### config.mk
export PLATFORM = sky130hd
export DESIGN_NAME = rlrd_ctrl
export DESIGN_NICKNAME = d
export VERILOG_FILES = /design/src/rlrd_pkg.sv /design/src/rlrd_ctrl.sv
export SDC_FILE = /design/constraint.sdc
export NUM_CORES = 1
export LEC_CHECK = 0
export BUFFER_PORTS_ARGS = -buffer_cell sky130_fd_sc_hd__buf_2
export CAP_MARGIN = 20
export CORE_AREA = 2 2 39 41
export CTS_CLUSTER_DIAMETER = 120
export CTS_CLUSTER_SIZE = 10
export DETAILED_ROUTE_END_ITERATION = 10
export DIE_AREA = 0 0 41 43
export PLACE_DENSITY = 0.4
export SYNTH_ARGS = -nofsm -noshare
export SYNTH_HDL_FRONTEND = slang
export SYNTH_SLANG_ARGS = --single-unit
export TNS_END_PERCENT = 1
### constraint.sdc
create_clock -name clk_i -period 2.25 [get_ports clk_i]
set_input_delay 0.675 -clock clk_i [delete_from_list [all_inputs] [get_ports clk_i]]
set_output_delay 0.675 -clock clk_i [all_outputs]
set_load 0.01 [all_outputs]
### src/rlrd_pkg.sv
// ----------------------------------------------------------------------------
// rlrd_pkg
// Shared constants, codes and controller/datapath interface types for the
// rate limited link with random drop.
// ----------------------------------------------------------------------------
package rlrd_pkg;

  localparam int QDEPTH = 64;
  localparam int AW     = (QDEPTH > 1) ? $clog2(QDEPTH) : 1;
  localparam int OW     = $clog2(QDEPTH + 1);
  localparam int PW     = OW + 8;

  localparam int CNT_W  = 20;
  localparam int CAP_W  = 7;
  localparam int RND_W  = 7;
  localparam int SEQ_W  = 32;
  localparam int ADDR_W = 32;
  localparam int PORT_W = 16;
  localparam int CFG_W  = 20;

  localparam logic [CNT_W-1:0] CNT_MAX       = {CNT_W{1'b1}};
  localparam logic [CNT_W-1:0] RATE_RESET    = CNT_W'(100);
  localparam logic [CAP_W-1:0] CAP_RESET     = CAP_W'(64);
  localparam int               PCT_SCALE     = 100;

  localparam logic CFG_RATE_LIMIT = 1'b0;
  localparam logic CFG_QUEUE_CAP  = 1'b1;

  localparam logic FUNC_TICK = 1'b1;

  localparam logic [1:0] ACT_FORWARD  = 2'd0;
  localparam logic [1:0] ACT_QUEUED   = 2'd1;
  localparam logic [1:0] ACT_DROPPED  = 2'd2;
  localparam logic [1:0] ACT_RELEASED = 2'd3;

  typedef struct packed {
    logic capture;
    logic pkt_eval;
    logic tick_clear;
    logic drain_start;
    logic drain_read;
    logic drain_emit;
  } cmd_t;

  typedef struct packed {
    logic is_tick;
    logic occ_zero;
    logic out_free;
    logic drain_last;
  } sts_t;

endpackage

### src/rlrd_ctrl.sv
// ----------------------------------------------------------------------------
// rlrd_ctrl
// Sequencer: captures one transaction, evaluates a packet or drains the
// queue on a tick, one entry at a time.
// ----------------------------------------------------------------------------
module rlrd_ctrl import rlrd_pkg::*; (
  input  logic clk_i,
  input  logic rst_ni,
  input  logic in_valid_i,
  output logic in_stall_o,
  input  sts_t sts_i,
  output cmd_t cmd_o
);

  localparam logic [1:0] S_IDLE = 2'd0;
  localparam logic [1:0] S_EVAL = 2'd1;
  localparam logic [1:0] S_DRD  = 2'd2;
  localparam logic [1:0] S_DOUT = 2'd3;

  logic [1:0] state_q, state_d;

  always_comb begin
    state_d = state_q;
    cmd_o   = '0;
    case (state_q)
      S_IDLE: begin
        if (in_valid_i) begin
          cmd_o.capture = 1'b1;
          state_d       = S_EVAL;
        end
      end
      S_EVAL: begin
        if (sts_i.is_tick) begin
          if (sts_i.occ_zero) begin
            cmd_o.tick_clear = 1'b1;
            state_d          = S_IDLE;
          end else begin
            cmd_o.drain_start = 1'b1;
            state_d           = S_DRD;
          end
        end else if (sts_i.out_free) begin
          cmd_o.pkt_eval = 1'b1;
          state_d        = S_IDLE;
        end
      end
      S_DRD: begin
        cmd_o.drain_read = 1'b1;
        state_d          = S_DOUT;
      end
      S_DOUT: begin
        if (sts_i.out_free) begin
          cmd_o.drain_emit = 1'b1;
          state_d          = sts_i.drain_last ? S_IDLE : S_DRD;
        end
      end
      default: state_d = S_IDLE;
    endcase
  end

  assign in_stall_o = (state_q != S_IDLE);

  always_ff @(posedge clk_i or negedge rst_ni) begin
    if (!rst_ni) begin
      state_q <= S_IDLE;
    end else begin
      state_q <= state_d;
    end
  end

endmodule

-- Word level (Yosys, flattened, before mapping)
Index checks and enable logic that the tools add are counted.
Widths: inputs -> output; s select.
- flip-flop bits (word level): 2
- input port bits: 7
- output and inout port bits: 7
- eq/ne operators: 6
- mux-type cells: 17
- reduce and logical (&&, ||, !) cells: 3
- operator list (cell ; number):
    $mux 2 ; 7
    $mux 1 ; 8
    $pmux 2 s4 ; 1
    $eq 2x2->1 const B ; 2
    $ne 2x2->1 const B ; 2
    $mux 3 ; 1
    $ne 3x3->1 const B ; 1
    $reduce_and 3->1 ; 1
    $eq 2x1->1 const B ; 1
    $logic_not 2->1 ; 1
    $reduce_bool 2->1 ; 1

-- Logic depth before layout (Yosys ltp)
- depth after elaboration: 3
- depth in mapped cells: 2
- gate-level depth less buffers: 2

-- Worst setup path before layout
Ideal clock, no wire load.
- path kind: input-to-output
- start point: input port sts_i[3] in the netlist's numbering
- end point: output port cmd_o[2] in the netlist's numbering
- data arrival time: 1.114 ns
- setup slack: 0.461 ns
- stages on the path: 1
- buffers on the path: 0
- cell sequence: nor4bb_1
- longest elaborated chain between the ends: 2
- ends and longest elaborated chain (element ; RTL line ; source):
    from (decl) ; rlrd_ctrl.sv:11 ; input sts_t sts_i,
    $mux 2 ; rlrd_ctrl.sv:33 ; if (sts_i.is_tick) begin
    $mux 3 ; rlrd_ctrl.sv:25 ; case (state_q)
    to (decl) ; rlrd_ctrl.sv:12 ; output cmd_t cmd_o
No other way between the ends.

==> metrics.csv <==
metric,value,unit
root buffer cell,clkbuf_4,
Min Hold Slack,0.231,ns
setup_tns,0,ns
vias per inst,3.71,
largest net degree at the start of global routing,11,
hold buffers post-CTS,0,
Post-CTS Setup Repair Bufs,0,
Simple-Gate Fraction of Synth Area,53.3,%
min-delay worst type,input pin to async pin,
XOR/XNOR Fraction of Synth Area,0,%
vias in the first global route,142,
minimum clock period,1.91,ns
syn avg cell area,8.98,µm²
die height,43,µm
max FFs per register,2,
antenna cells,0,
Inserted Clock Buffers,3,
Post-Syn Instances,17,
clk sink count,2,
largest registers,state_q x2,
mean routed wirelength per cell,8.51,µm
Worst Path Required,1.57,ns
combinational family with the most area after synthesis,simple AND/OR/NAND/NOR gates,
GP Congestion,0.508,
Vias,182,
CTS Buffer Depth,2,
Post-Syn Nets,24,
clk_skew,0.00199,ns
CTS tree,yes,
initial antenna violation count,0,
Worst Setup Start Kind,input pin,
TritonRoute pass-1 iters,1,
Setup CP Type,input pin to primary output,
PwrDens,1120,nW/µm²
clk_lat worst skew,0.22,ns
share of cells above drive strength 1,48.5,%
Final Hold Violating Endpoints,0,
max-slew violation count,0,
Die ar.,1760,µm²
final period utilization,84.9,%
final antenna-violating net count,0,
Placed Cells,46,
maximum vdd ir drop,0.349,mV
Synth Area in Compound Gates,11.5,%
MaxCap Viol Count,0,
Die W,41,µm
Core Box Area,1380,µm²
Non-Filler Instances,49,
CTS-repair resized insts,0,
fill count,157,
Final setup viols,0,
Final #Nets,42,
global route overflow,0,
status,completed,
Routed WL,417,µm
Yosys warning total,0,
Biggest register,state_q,
"CTS clk-pin slew, worst paths",0.03,ns
"Arr. time, crit path",1.24,ns
mux cell area share after synthesis,0,%
relative slew slack,84.9,%
drt initial violations,0,
post-synthesis sequential area ratio,32.8,%
starting density of the core,11.0,%
Synth cell types,12,
# IOs,14,
LEAKAGE,0.000144,µW
adder-cell area share of the yosys netlist,0,%
global-route wire length before repair,524,µm
Mapped Area,153,µm²
unrepaired setup endpoints after global routing,no,
endpoint type of the worst setup path,primary output,
worst slew pin tran,0.223,ns
f_max,0.523,GHz
Seq cells post-synth,2,
std cell rows,14,
Critical Path Fanout Max,5,
Area growth syn-to-layout,70.5,%
port bufs,13,
# H-tree levels,1,
DR DRC count,0,
Tot GR Track Use,4.72,%
==> per-stage QoR <==
step	instance area, µm²	utilization, %	setup slack (ns)	power [µW]
4_1_cts	260	18.8	0.331	299
3_3_place_gp	238	17.2	0.345	219
2_1_floorplan	153	-	0.461	160
5_1_grt	260	18.8	0.270	320
6_report	260	18.8	0.339	291
3_5_place_dp	238	17.2	0.332	216
==> cells in the mapped netlist <==
cell	n	area share (%)
o22a_1	1	5.7
and4b_1	1	6.6
nand2_1	2	4.9
nor2b_1	3	12
nor2_1	1	2.5
nor4bb_1	2	13
dfrtp_1	2	33
and3b_1	1	5.7
inv_1	1	2.5
o31a_1	1	5.7
or2_1	1	4.1
and3_1	1	4.1
==> layer usage <==
layer | wire, µm | track usage [%]
met1 | 188 | 5.14
met3 | 75 | 4.71
met5 | 0 | 0
met2 | 153 | 5.94
met4 | 0 | 2.00
==> path summary, 6_finish.rpt <==
kind                       depth (start not counted)  slack (ns)          to       start
min reg2reg                                        1        0.66  state_q[1]  state_q[1]
min                                                1        0.23  state_q[0]      rst_ni
max reg2reg                                        2        1.25  state_q[0]  state_q[0]
max in group asynchronous                          1        1.92  state_q[1]      rst_ni
min in group clk_i                                 1        0.66  state_q[1]  state_q[1]
max                                                3        0.34    cmd_o[2]    sts_i[3]
==> critical path, stage by stage <==
cell and delay, ns:
buf_2 0.11, nor4bb_1 0.27, buf_2 0.18
==> logic make-up (layout without fill, tap and decap cells) <==
| family | after synthesis | after routing |
|---|---|---|
| buffers and inverters | 1 | 17 |
| and+or+nand+nor | 12 | 12 |
| AOI/OAI and AO/OA | 2 | 2 |
| DFF | 2 | 2 |
==> report_power, final <==
part | total, µW | switching (µW) | internal, µW
Sequential | 90.9 | 36.6 | 54.3
Clock | 77.9 | 19.2 | 58.7
Combinational | 122 | 53.2 | 68.8
Total | 291 | 109 | 182
==> cells in the final DEF, fill, tap and decap left out, drive strengths merged <==
master / count
o22a: 1
and4b: 1
dfrtp: 2
buf: 13
nor2b: 3
nor4bb: 2
inv: 1
nand2: 2
or2: 1
nor2: 1
clkbuf: 3
and3: 1
o31a: 1
and3b: 1
==> layout make-up <==
class / instances / area [µm²] / area share [%]
clock buffers: 3 / 22.5 / 8.65
inverters: 1 / 3.75 / 1.44
multi-input cells: 14 / 98.8 / 38.0
flip-flops and latches: 2 / 50.0 / 19.2
well taps: 16 / 20.0 / 7.69
repair buffers: 13 / 65.1 / 25.0
(Power assumes the default switching activity.)
